--- src/rtl/mfbw_pkg.sv ---
// ----------------------------------------------------------------------------
// mfbw_pkg
// Shared types and constants of the MSB-first bit stream writer.
// ----------------------------------------------------------------------------
package mfbw_pkg;

    // Field widths of the input and result words.
    localparam int NUM_BITS_W   = 6;
    localparam int VALUE_W      = 32;
    localparam int LOC_W        = 15;
    localparam int BYTE_W       = 8;
    localparam int ADDR_FIELD_W = 12;
    localparam int WPOS_W       = 15;

    // Packed bus widths, padded up to whole bytes.
    localparam int IN_TDATA_W  = 56;
    localparam int OUT_TDATA_W = 40;

    // Bit positions inside a byte count down from the MSB.
    localparam logic [2:0] BIT_TOP = 3'd7;

    // Fixed-point shift of the reciprocal used to reduce poke addresses.
    localparam int RECIP_SHIFT = 24;

    // Control sequencer states, one-hot.
    typedef enum logic [3:0] {
        ST_CLEAR  = 4'b0001,
        ST_IDLE   = 4'b0010,
        ST_LOAD   = 4'b0100,
        ST_MODIFY = 4'b1000
    } state_t;

    // Result of merging new bits into one stored byte.
    typedef struct packed {
        logic [BYTE_W-1:0]     new_byte;
        logic [3:0]            used;
        logic [NUM_BITS_W-1:0] rem_next;
        logic                  last;
        logic                  wrap;
        logic [2:0]            pos_next;
    } merge_t;

endpackage

--- src/rtl/mfbw_merge.sv ---
// ----------------------------------------------------------------------------
// mfbw_merge
// Merges the next run of stream bits into one stored byte, MSB first.
// ----------------------------------------------------------------------------
module mfbw_merge (
    input  logic [7:0]          old_byte,  // current store contents
    input  logic [2:0]          pos,       // first bit position to write
    input  logic [5:0]          rem,       // bits still to write in this item
    input  logic [7:0]          bits,      // next stream bits, left aligned
    output mfbw_pkg::merge_t    res
);
    import mfbw_pkg::*;

    logic [3:0] room;
    logic [3:0] used;
    logic [2:0] delta;

    // Count the bits that land in this byte and where the position goes next,
    // then replace the written bits and keep every other bit of the byte.
    always_comb
    begin
        room = 4'(pos) + 4'd1;
        used = (rem < 6'(room)) ? 4'(rem) : room;

        res.used     = used;
        res.rem_next = rem - 6'(used);
        res.last     = (rem == 6'(used));
        res.wrap     = (used == room);
        res.pos_next = pos - 3'(used);

        delta = '0;
        res.new_byte = old_byte;
        for (int i = 0; i < BYTE_W; i++)
        begin
            delta = pos - 3'(i);
            if ((3'(i) <= pos) && (4'(delta) < used))
            begin
                res.new_byte[i] = bits[BIT_TOP - delta];
            end
        end
    end

endmodule
--- config.mk ---
export PLATFORM = sky130hd
export DESIGN_NAME = mfbw_merge
export DESIGN_NICKNAME = d
export VERILOG_FILES = /design/src/rtl/mfbw_pkg.sv /design/src/rtl/mfbw_merge.sv
export SDC_FILE = /design/constraint.sdc
export NUM_CORES = 1
export LEC_CHECK = 0
export ABC_AREA = 1
export BUFFER_PORTS_ARGS = -buffer_cell sky130_fd_sc_hd__buf_2
export CAP_MARGIN = 20
export CORE_ASPECT_RATIO = 0.6
export CORE_MARGIN = 3
export CORE_UTILIZATION = 39
export DETAILED_ROUTE_END_ITERATION = 8
export PLACE_DENSITY = 0.64
export SLEW_MARGIN = 20
export SYNTH_ARGS = -nofsm -noshare
export SYNTH_HDL_FRONTEND = slang
export SYNTH_SLANG_ARGS = --single-unit
--- constraint.sdc ---
create_clock -name vclk -period 4.6
set_input_delay 0.46 -clock vclk [all_inputs]
set_output_delay 0.46 -clock vclk [all_outputs]
set_load 0.01 [all_outputs]
==> results.md, run 1 <==
| Metric | Value |
| --- | --- |
| Die area | 4400 sq um |
| Kind of cell adding the most delay to the critical path | adder cells |
| Switching power of the nets | 158 uW |
| Overall global routing resource usage | 0.181 |
| Relative contribution of the clock network to total power | 0 |
| Cells resized by post-CTS repair | 0 |
| Syn nets | 297 |
| Combinational share of power | 1.000 |
| Net switching fraction of the power | 0.615 |
| Critical path start-end classification | in2out |
| Cell total after placement | 342 |
| Final Routed Wirelength | 4.06 mm |
| Clkbuf count | 0 |
| CTS Hold Buffers Added | 0 |
| Most area-consuming cells after synthesis | sky130_fd_sc_hd__nand2_1, sky130_fd_sc_hd__ha_1, sky130_fd_sc_hd__nand3_1 |
| Classification of the worst-slack hold path | in2out |
| Share of layout cells above drive strength 1 | 0.242 |
| Critical path arrival | 3700 ps |
| Filler-free cell count of the finished design | 342 |
| Achievable clock frequency | 240 MHz |
| Endpoint type of the worst setup path | output port |
| Fraction of power consumed by sequential logic | 0 |
| Global-route layer with the greatest usage | met1 |
| Unrepaired setup endpoints after global routing | no |
| Number of failing hold endpoints at the final stage | 0 |
| Wire length per cell after detailed routing | 11.9 um |
| Transition time at the pin with the least slew margin | 563 ps |
| Power density normalized to cell area | 152 nW/um^2 |
| Placement Rows | 16 |
| Dominant cell type by count on the critical path | sky130_fd_sc_hd__ha_1 |
| Area added between synthesis and finish | 19.3% |
| Detail-routed via count per cell | 4.92 |
| Portion of the clock cycle consumed by the worst path in the final layout | 0.905 |
| IO buf count | 48 |
| Crit-path cells | buf_2, inv_1, ha_1, clkinv_1, ha_1, o21ai_0, nand2_1, nand2_2, nand2_2, o21ai_1, ha_1, inv_1, ha_1, inv_1, nand2_1, nand3_1, nand3_1, xor2_1, buf_2 |
| Total Nets Final | 343 |
| Max-slew violations | 0 |
| Crit path largest cell delay | 510 ps |
| Global routing met1 resource utilization | 0.301 |
| Routed vias | 1,682 |
| Sum of negative setup slack | 0 ps |
| # Max-Cap Violations | 0 |
| Power consumption | 257 uW |
| Post-synthesis instance area | 1410 sq um |
| Vias in the first global route | 1,440 |
| Core area | 3360 sq um |
| Post-Syn Instances | 253 |
| Antenna violations before repair | 0 |
| Die boundary height | 52.6 um |
| Worst setup slack after layout | 435 ps |
| Synthesis warning total | 0 |
| Wire length of the first global-routing pass | 6.69 mm |
| Setup bufs post-CTS | 0 |
| Worst slack at placement | 339 ps |
| Met3 track demand over resource in global routing | 0.0157 |
| Sequential standard cell area | 0 sq um |
| Cell with the biggest individual delay on the critical path | sky130_fd_sc_hd__ha_1 |
| Global Route met2 Usage | 0.253 |
| Reported leakage power | 0.00104 uW |
| Fillers | 368 |
| Post-synth top area share | 0.218 |
| Placer Congestion | 0.860 |
| Number of sequential storage elements | 0 |
| Detailed router's first-iteration violation count | 136 |
| Count of endpoints failing setup in the final report | 0 |
| Type of origin of the critical path | input port |
| Overflow left after global routing | 0 |
| Internal Dissipation | 98.8 uW |
| Largest net degree at the start of global routing | 18 |
| Max_slew headroom | 0.622 |
| Initial Utilization | 0.420 |
| Length of the first detailed-routing pass in iterations | 4 |
| Die width | 83.7 um |
| DP Wirelength | 3.47 mm |
| Antenna fix cells | 0 |
| I/O pin cnt | 48 |
| Mean cell area of the mapped netlist | 5.58 sq um |
| Worst voltage drop across the vdd grid | 0.0637 mV |
| Antenna violation net count after detailed routing | 0 |
| Max FO, Critical Path | 12 |
| Sequential share of the synthesized area | 0 |
| Post-detailed-route DRC marker count | 0 |
| Minimum clock period after layout | 4160 ps |
| Number of distinct library cells after synthesis | 30 |
| Largest area contributor in the synthesized netlist | sky130_fd_sc_hd__nand2_1 |
| Result of the run | complete, no violations |
| Worst EP required | 4140 ps |
| Combined buffer and inverter count along the critical path | 6 |
-- power by group through the flow --
stage | Sequential (uW) | Clock (uW) | Combinational (uW)
5_1_grt | 0 | 0 | 289
3_5_place_dp | 0 | 0 | 254
2_1_floorplan | 0 | 0 | 176
4_1_cts | 0 | 0 | 256
6_report | 0 | 0 | 257
3_3_place_gp | 0 | 0 | 254
-- cell usage in the layout (no fill, tap or decap) --
cell / n
sky130_fd_sc_hd__a21oi_1: 3
sky130_fd_sc_hd__a21oi_4: 1
sky130_fd_sc_hd__a221oi_1: 1
sky130_fd_sc_hd__and2_4: 1
sky130_fd_sc_hd__buf_2: 48
sky130_fd_sc_hd__buf_4: 2
sky130_fd_sc_hd__clkinv_1: 1
sky130_fd_sc_hd__ha_1: 19
sky130_fd_sc_hd__inv_1: 36
sky130_fd_sc_hd__inv_2: 3
sky130_fd_sc_hd__mux2i_1: 7
sky130_fd_sc_hd__nand2_1: 82
sky130_fd_sc_hd__nand2_2: 8
sky130_fd_sc_hd__nand2_4: 3
sky130_fd_sc_hd__nand3_1: 35
sky130_fd_sc_hd__nand3_2: 1
sky130_fd_sc_hd__nand3b_1: 3
sky130_fd_sc_hd__nand4_1: 9
sky130_fd_sc_hd__nor2_1: 7
sky130_fd_sc_hd__nor2_2: 3
sky130_fd_sc_hd__nor2_8: 1
sky130_fd_sc_hd__nor3_1: 1
sky130_fd_sc_hd__nor4_2: 1
sky130_fd_sc_hd__o211ai_1: 1
sky130_fd_sc_hd__o21a_1: 1
sky130_fd_sc_hd__o21ai_0: 13
sky130_fd_sc_hd__o21ai_1: 1
sky130_fd_sc_hd__xnor2_1: 2
sky130_fd_sc_hd__xor2_1: 3
-- cells by family after synthesis --
kind of cell    Yosys count  share of synthesized area
buf+inv                  46                      0.134
xor+xnor                  5                     0.0310
mux                       7                     0.0496
fa+ha+maj                19                      0.168
simple gates            155                      0.529
compound gates           21                     0.0886
-- cells in the mapped netlist --
cell type                  instances
sky130_fd_sc_hd__nor2_1            7
sky130_fd_sc_hd__nand2_1          82
sky130_fd_sc_hd__nand3b_1          3
sky130_fd_sc_hd__a221oi_1          1
sky130_fd_sc_hd__a21oi_4           1
sky130_fd_sc_hd__a21oi_1           3
sky130_fd_sc_hd__buf_6             2
sky130_fd_sc_hd__nor4_2            1
sky130_fd_sc_hd__nand3_1          35
sky130_fd_sc_hd__nor3_1            1
sky130_fd_sc_hd__buf_1             1
sky130_fd_sc_hd__buf_2             1
sky130_fd_sc_hd__o21ai_0          14
sky130_fd_sc_hd__inv_1            36
sky130_fd_sc_hd__inv_2             3
sky130_fd_sc_hd__clkinv_1          1
sky130_fd_sc_hd__xor2_1            3
sky130_fd_sc_hd__xnor2_1           2
sky130_fd_sc_hd__nand2_2           8
sky130_fd_sc_hd__clkbuf_1          2
sky130_fd_sc_hd__ha_1             19
sky130_fd_sc_hd__nand4_1           9
sky130_fd_sc_hd__nor2_8            1
sky130_fd_sc_hd__nor2_2            3
sky130_fd_sc_hd__mux2i_1           7
sky130_fd_sc_hd__and2_4            1
sky130_fd_sc_hd__o21a_1            1
sky130_fd_sc_hd__o211ai_1          1
sky130_fd_sc_hd__nand2_4           3
sky130_fd_sc_hd__nand3_2           1
-- through the flow --
stage                     cell area [sq um]   util  hold slack [ps]
after global routing                   1690  0.501             1210
after CTS                              1690  0.501             1190
after detailed placement               1690  0.501             1190
final                                  1690  0.501             1190
after global placement                 1690  0.501             1190
after floorplan                        1410      -             1040
-- cell type report --
type | count | area [sq um] | share of cell area
multi-input cells | 207 | 1220 | 0.726
well taps | 45 | 56.3 | 0.0334
inverters | 40 | 150 | 0.0891
repair buffers | 50 | 255 | 0.151
-- final timing paths --
| kind | slack (ps) | cells after the start | endpoint | start |
|---|---|---|---|---|
| worst max-delay path | 440 | 19 | res[9] | pos[1] |
| worst min-delay path | 1190 | 4 | res[18] | old_byte[3] |
-- routing by layer --
layer  vias to the layer above  routed length, um
met2                        58               1410
met3                         0                372
li1                        912                  -
met4                         0                  0
met5                         -                  0
met1                       712               2280
Power figures use the tool's default switching activity.
==> run 2, diff against run 1 <==
- MAX_ROUTING_LAYER: not set -> met4
- clock period: 4.6 -> 4.15 ns (I/O delays scaled with it)
==> run 2 against run 1 <==
  * Global-route usage increased by 1.5 points
  * Non-clock buffer count increased by 2
  * Core utilization increased by 0.45 points
  * Critical path depth unchanged
  * Sequential share of layout area unchanged
  * Final cell count increased by 0.58%
  * Die area unchanged
  * Total power increased by 11%
  * Design area increased by 0.89%
  * Critical endpoint unchanged
==> results.md, run 2 (synthesized netlist as in run 1, its figures left out) <==
| Metric | Value |
| --- | --- |
| Result of the run | complete, no violations |
| Vias in the first global route | 1,483 |
| Worst EP required | 3730 ps |
| Crit-path cells | buf_2, inv_1, ha_1, clkinv_1, ha_1, o21ai_0, nand2_1, nand2_2, nand2_2, o21ai_0, ha_1, inv_1, ha_1, inv_1, nand2_1, nand3_1, nand3_1, xor2_1, buf_2 |
| Total Nets Final | 345 |
| Sum of negative setup slack | 0 ps |
| Crit path largest cell delay | 410 ps |
| Number of failing hold endpoints at the final stage | 0 |
| Final hold slack | 1100 ps |
| Worst voltage drop across the vdd grid | 0.0615 mV |
| Hold_sp | old_byte[2] |
| Most frequent standard cell in the layout excluding fill and tap cells | sky130_fd_sc_hd__nand2_1 |
| Clkbuf count | 0 |
| Final Routed Wirelength | 4.09 mm |
| Transition time at the pin with the least slew margin | 580 ps |
| Power consumption | 286 uW |
| Kind of cell adding the most delay to the critical path | adder cells |
| Launch point of the worst path | pos[1] |
| DP Wirelength | 3.51 mm |
| Critical path start-end classification | in2out |
| Critical path arrival | 3440 ps |
| Placement Rows | 16 |
| Endpoint type of the worst setup path | output port |
| Highest metal layer with signal wires | met3 |
| Share of layout cells above drive strength 1 | 0.247 |
| Detail-routed via count per cell | 4.98 |
| Most frequent cells in the layout | sky130_fd_sc_hd__nand2_1, sky130_fd_sc_hd__buf_2, sky130_fd_sc_hd__inv_1, sky130_fd_sc_hd__nand3_1, sky130_fd_sc_hd__ha_1 |
| Dominant cell type by count on the critical path | sky130_fd_sc_hd__ha_1 |
| Overall global routing resource usage | 0.196 |
| Minimum clock period after layout | 3860 ps |
| Largest net degree at the start of global routing | 18 |
| Achievable clock frequency | 259 MHz |
| Fillers | 378 |
| Area of combinational cells with multiple inputs | 1220 sq um |
| Routed vias | 1,714 |
| Sequential standard cell area | 0 sq um |
| Type of origin of the critical path | input port |
| Met3 routed WL | 329 um |
| Cells resized by post-CTS repair | 0 |
| Antenna fix cells | 0 |
| Area added between synthesis and finish | 20.4% |
| Antenna violation net count after detailed routing | 0 |
| Max FO, Critical Path | 10 |
| Die boundary height | 52.6 um |
| Util after Layout | 0.506 |
| Unrepaired setup endpoints after global routing | no |
| Cell with the biggest individual delay on the critical path | sky130_fd_sc_hd__o21ai_0 |
| Overflow left after global routing | 0 |
| Wire length per cell after detailed routing | 11.9 um |
| Detailed-routed wire length on met2 | 1.47 mm |
| Placer Congestion | 0.849 |
| Wire length of the first global-routing pass | 7.05 mm |
| Classification of the worst-slack hold path | in2out |
| Die width | 83.7 um |
| Post-route met1 wirelength | 2.29 mm |
| Setup bufs post-CTS | 0 |
| Power density normalized to cell area | 168 nW/um^2 |
| Antenna violations before repair | 0 |
| Initial Utilization | 0.420 |
| Detailed router's first-iteration violation count | 91 |
| # Max-Cap Violations | 0 |
| Die area | 4400 sq um |
| Count of endpoints failing setup in the final report | 0 |
| Reported leakage power | 0.00105 uW |
| Number of sequential storage elements | 0 |
| Combined buffer and inverter count along the critical path | 6 |
| Length of the first detailed-routing pass in iterations | 4 |
| IO buf count | 48 |
| I/O pin cnt | 48 |
| Max-slew violations | 0 |
| Core area | 3360 sq um |
| CTS Hold Buffers Added | 0 |
| Post-detailed-route DRC marker count | 0 |
| Max_slew headroom | 0.611 |
| Portion of the clock cycle consumed by the worst path in the final layout | 0.929 |
==> run 2: changes by cell type in the layout (fill, tap and decap cells not counted), sizes merged <==
cell / delta
buf: +2
==> run 2: through the flow <==
stage | setup WS, ps | instance area, sq um | cells
2_1_floorplan | 208 | 1410 | 253
3_3_place_gp | 401 | 1700 | 344
3_5_place_dp | 337 | 1700 | 344
4_1_cts | 319 | 1700 | 344
5_1_grt | 25.5 | 1700 | 344
6_report | 293 | 1700 | 344
==> run 2: layout make-up <==
type | instances | share of cell area
timing repair buffer | 52 | 0.159
tap | 45 | 0.0331
inverter | 40 | 0.0883
multi-input combinational | 207 | 0.720
==> run 2: worst paths after layout <==
kind | slack [ps] | cells past startpoint | to
worst max-delay path | 290 | 19 | res[9]
worst min-delay path | 1100 | 4 | res[17]
==> run 2: where the power goes <==
group | switching [uW] | total, uW | internal [uW]
Combinational | 175 | 286 | 111
Clock | 0 | 0 | 0
Sequential | 0 | 0 | 0
==> run 2: metal layers <==
metal	global-route usage	vias up
met5	-	-
met1	0.329	738
met4	0	0
li1	-	915
met2	0.259	61
met3	0.00785	0
==> run 3, diff against run 2 <==
- RECOVER_POWER: not set -> 50
==> run 3 against run 2 <==
  * Count of clock-buffer cells in the layout unchanged
  * Routed wire length increased by 0.51%
  * First-iteration DRC count decreased by 2.2%
  * Critical path type unchanged
  * Largest cell class unchanged
  * Combinational power about the same
  * Total power decreased by 0.73%
  * Sequential cell count unchanged
  * Setup slack improved by 24 ps
  * Global-route usage unchanged
  * Design area decreased by 0.37%
  * Sequential share of layout area unchanged
  * Hold slack unchanged
==> results.md, run 3 (synthesized netlist as in run 1, its figures left out) <==
| Metric | Value |
| --- | --- |
| Count of endpoints failing setup in the final report | 0 |
| Sequential standard cell area | 0 sq um |
| I/O pin cnt | 48 |
| Placement Rows | 16 |
| Number of failing hold endpoints at the final stage | 0 |
| Filler-free cell count of the finished design | 344 |
| Wire length of the first global-routing pass | 7.05 mm |
| Core area | 3360 sq um |
| Initial Utilization | 0.420 |
| Largest net degree at the start of global routing | 18 |
| Endpoint type of the worst setup path | output port |
| Die boundary height | 52.6 um |
| Antenna fix cells | 0 |
| Length of the first detailed-routing pass in iterations | 6 |
| Detailed router's first-iteration violation count | 89 |
| Overall global routing resource usage | 0.196 |
| CTS Hold Buffers Added | 0 |
| Worst EP required | 3730 ps |
| Antenna violation net count after detailed routing | 0 |
| Result of the run | complete, no violations |
| Achievable clock frequency | 261 MHz |
| Unrepaired setup endpoints after global routing | no |
| Clkbuf count | 0 |
| Met3 track demand over resource in global routing | 0.00785 |
| Area added between synthesis and finish | 19.9% |
| Global routing met1 resource utilization | 0.329 |
| Worst setup slack after layout | 317 ps |
| Type of origin of the critical path | input port |
| Die area | 4400 sq um |
| Antenna violations before repair | 0 |
| Kind of cell adding the most delay to the critical path | adder cells |
| Max-slew violations | 0 |
| Wire length per cell after detailed routing | 12.0 um |
| # Max-Cap Violations | 0 |
| Dominant cell type by count on the critical path | sky130_fd_sc_hd__ha_1 |
| Reported leakage power | 0.00104 uW |
| Worst slack at placement | 337 ps |
| IO buf count | 48 |
| Global-route layer with the greatest usage | met1 |
| Max FO, Critical Path | 10 |
| Share of layout cells above drive strength 1 | 0.231 |
| Critical path start-end classification | in2out |
| Final Routed Wirelength | 4.11 mm |
| Post-detailed-route DRC marker count | 0 |
| Most frequent standard cell in the layout excluding fill and tap cells | sky130_fd_sc_hd__nand2_1 |
| Cells resized by post-CTS repair | 0 |
| Die width | 83.7 um |
| Critical path arrival | 3420 ps |
| Minimum clock period after layout | 3830 ps |
| Detail-routed via count per cell | 4.97 |
| Cell with the biggest individual delay on the critical path | sky130_fd_sc_hd__o21ai_0 |
| Routed vias | 1,711 |
| Most frequent cells in the layout | sky130_fd_sc_hd__nand2_1, sky130_fd_sc_hd__buf_2, sky130_fd_sc_hd__inv_1, sky130_fd_sc_hd__nand3_1, sky130_fd_sc_hd__ha_1 |
| Max_slew headroom | 0.610 |
| Number of sequential storage elements | 0 |
| Power density normalized to cell area | 168 nW/um^2 |
| Total Nets Final | 345 |
| Cell total after placement | 344 |
| Placer Congestion | 0.849 |
| DP Wirelength | 3.51 mm |
| Global Route met2 Usage | 0.259 |
| Util after Layout | 0.504 |
| Crit-path cells | buf_2, inv_1, ha_1, clkinv_1, ha_1, o21ai_0, nand2_1, nand2_2, nand2_2, o21ai_0, ha_1, inv_1, ha_1, inv_1, nand2_1, nand3_1, nand3_1, xor2_1, buf_2 |
| Combined buffer and inverter count along the critical path | 6 |
| Crit path largest cell delay | 400 ps |
| Overflow left after global routing | 0 |
| Classification of the worst-slack hold path | in2out |
| Vias in the first global route | 1,483 |
| Setup bufs post-CTS | 0 |
| Worst voltage drop across the vdd grid | 0.0615 mV |
| Portion of the clock cycle consumed by the worst path in the final layout | 0.924 |
| Transition time at the pin with the least slew margin | 580 ps |
| Fillers | 382 |
| Sum of negative setup slack | 0 ps |
==> run 3: worst min-delay path, cell delays in order <==
cell                      delay (ps)
sky130_fd_sc_hd__buf_2            70
sky130_fd_sc_hd__nand2_1          40
sky130_fd_sc_hd__nand2_1          40
sky130_fd_sc_hd__buf_2           110
==> run 3: layout make-up <==
type	count	area, sq um	share of cell area
inverter	40	150	0.0886
multi-input combinational	207	1220	0.722
timing repair buffer	52	264	0.156
tap	45	56.3	0.0332
==> run 3: path summary, 6_finish.rpt <==
path         from  cells after the start  slack (ps)      end
max        pos[1]                     19         320   res[9]
min   old_byte[2]                      4        1100  res[17]
==> run 3: per-layer routing <==
layer / wire [um] / up-vias / part of all wire
li1: - / 914 / -
met3: 339 / 0 / 0.082
met4: 0 / 0 / 0
met1: 2290 / 735 / 0.56
met5: 0 / - / 0
met2: 1490 / 62 / 0.36
==> run 3: power breakdown <==
| part | internal (uW) | leakage [uW] | switching, uW |
|---|---|---|---|
| registers | 0 | 0 | 0 |
| logic | 109 | 0.00104 | 175 |
| clock network | 0 | 0 | 0 |
| total | 109 | 0.00104 | 175 |
==> run 3: metrics by stage <==
step	hold WS, ps	cell area (sq um)	power, uW
finish	1100	1690	284
global route	1120	1690	321
CTS	1100	1700	286
detailed placement	1100	1700	284
global placement	1100	1700	283
floorplan	947	1410	196
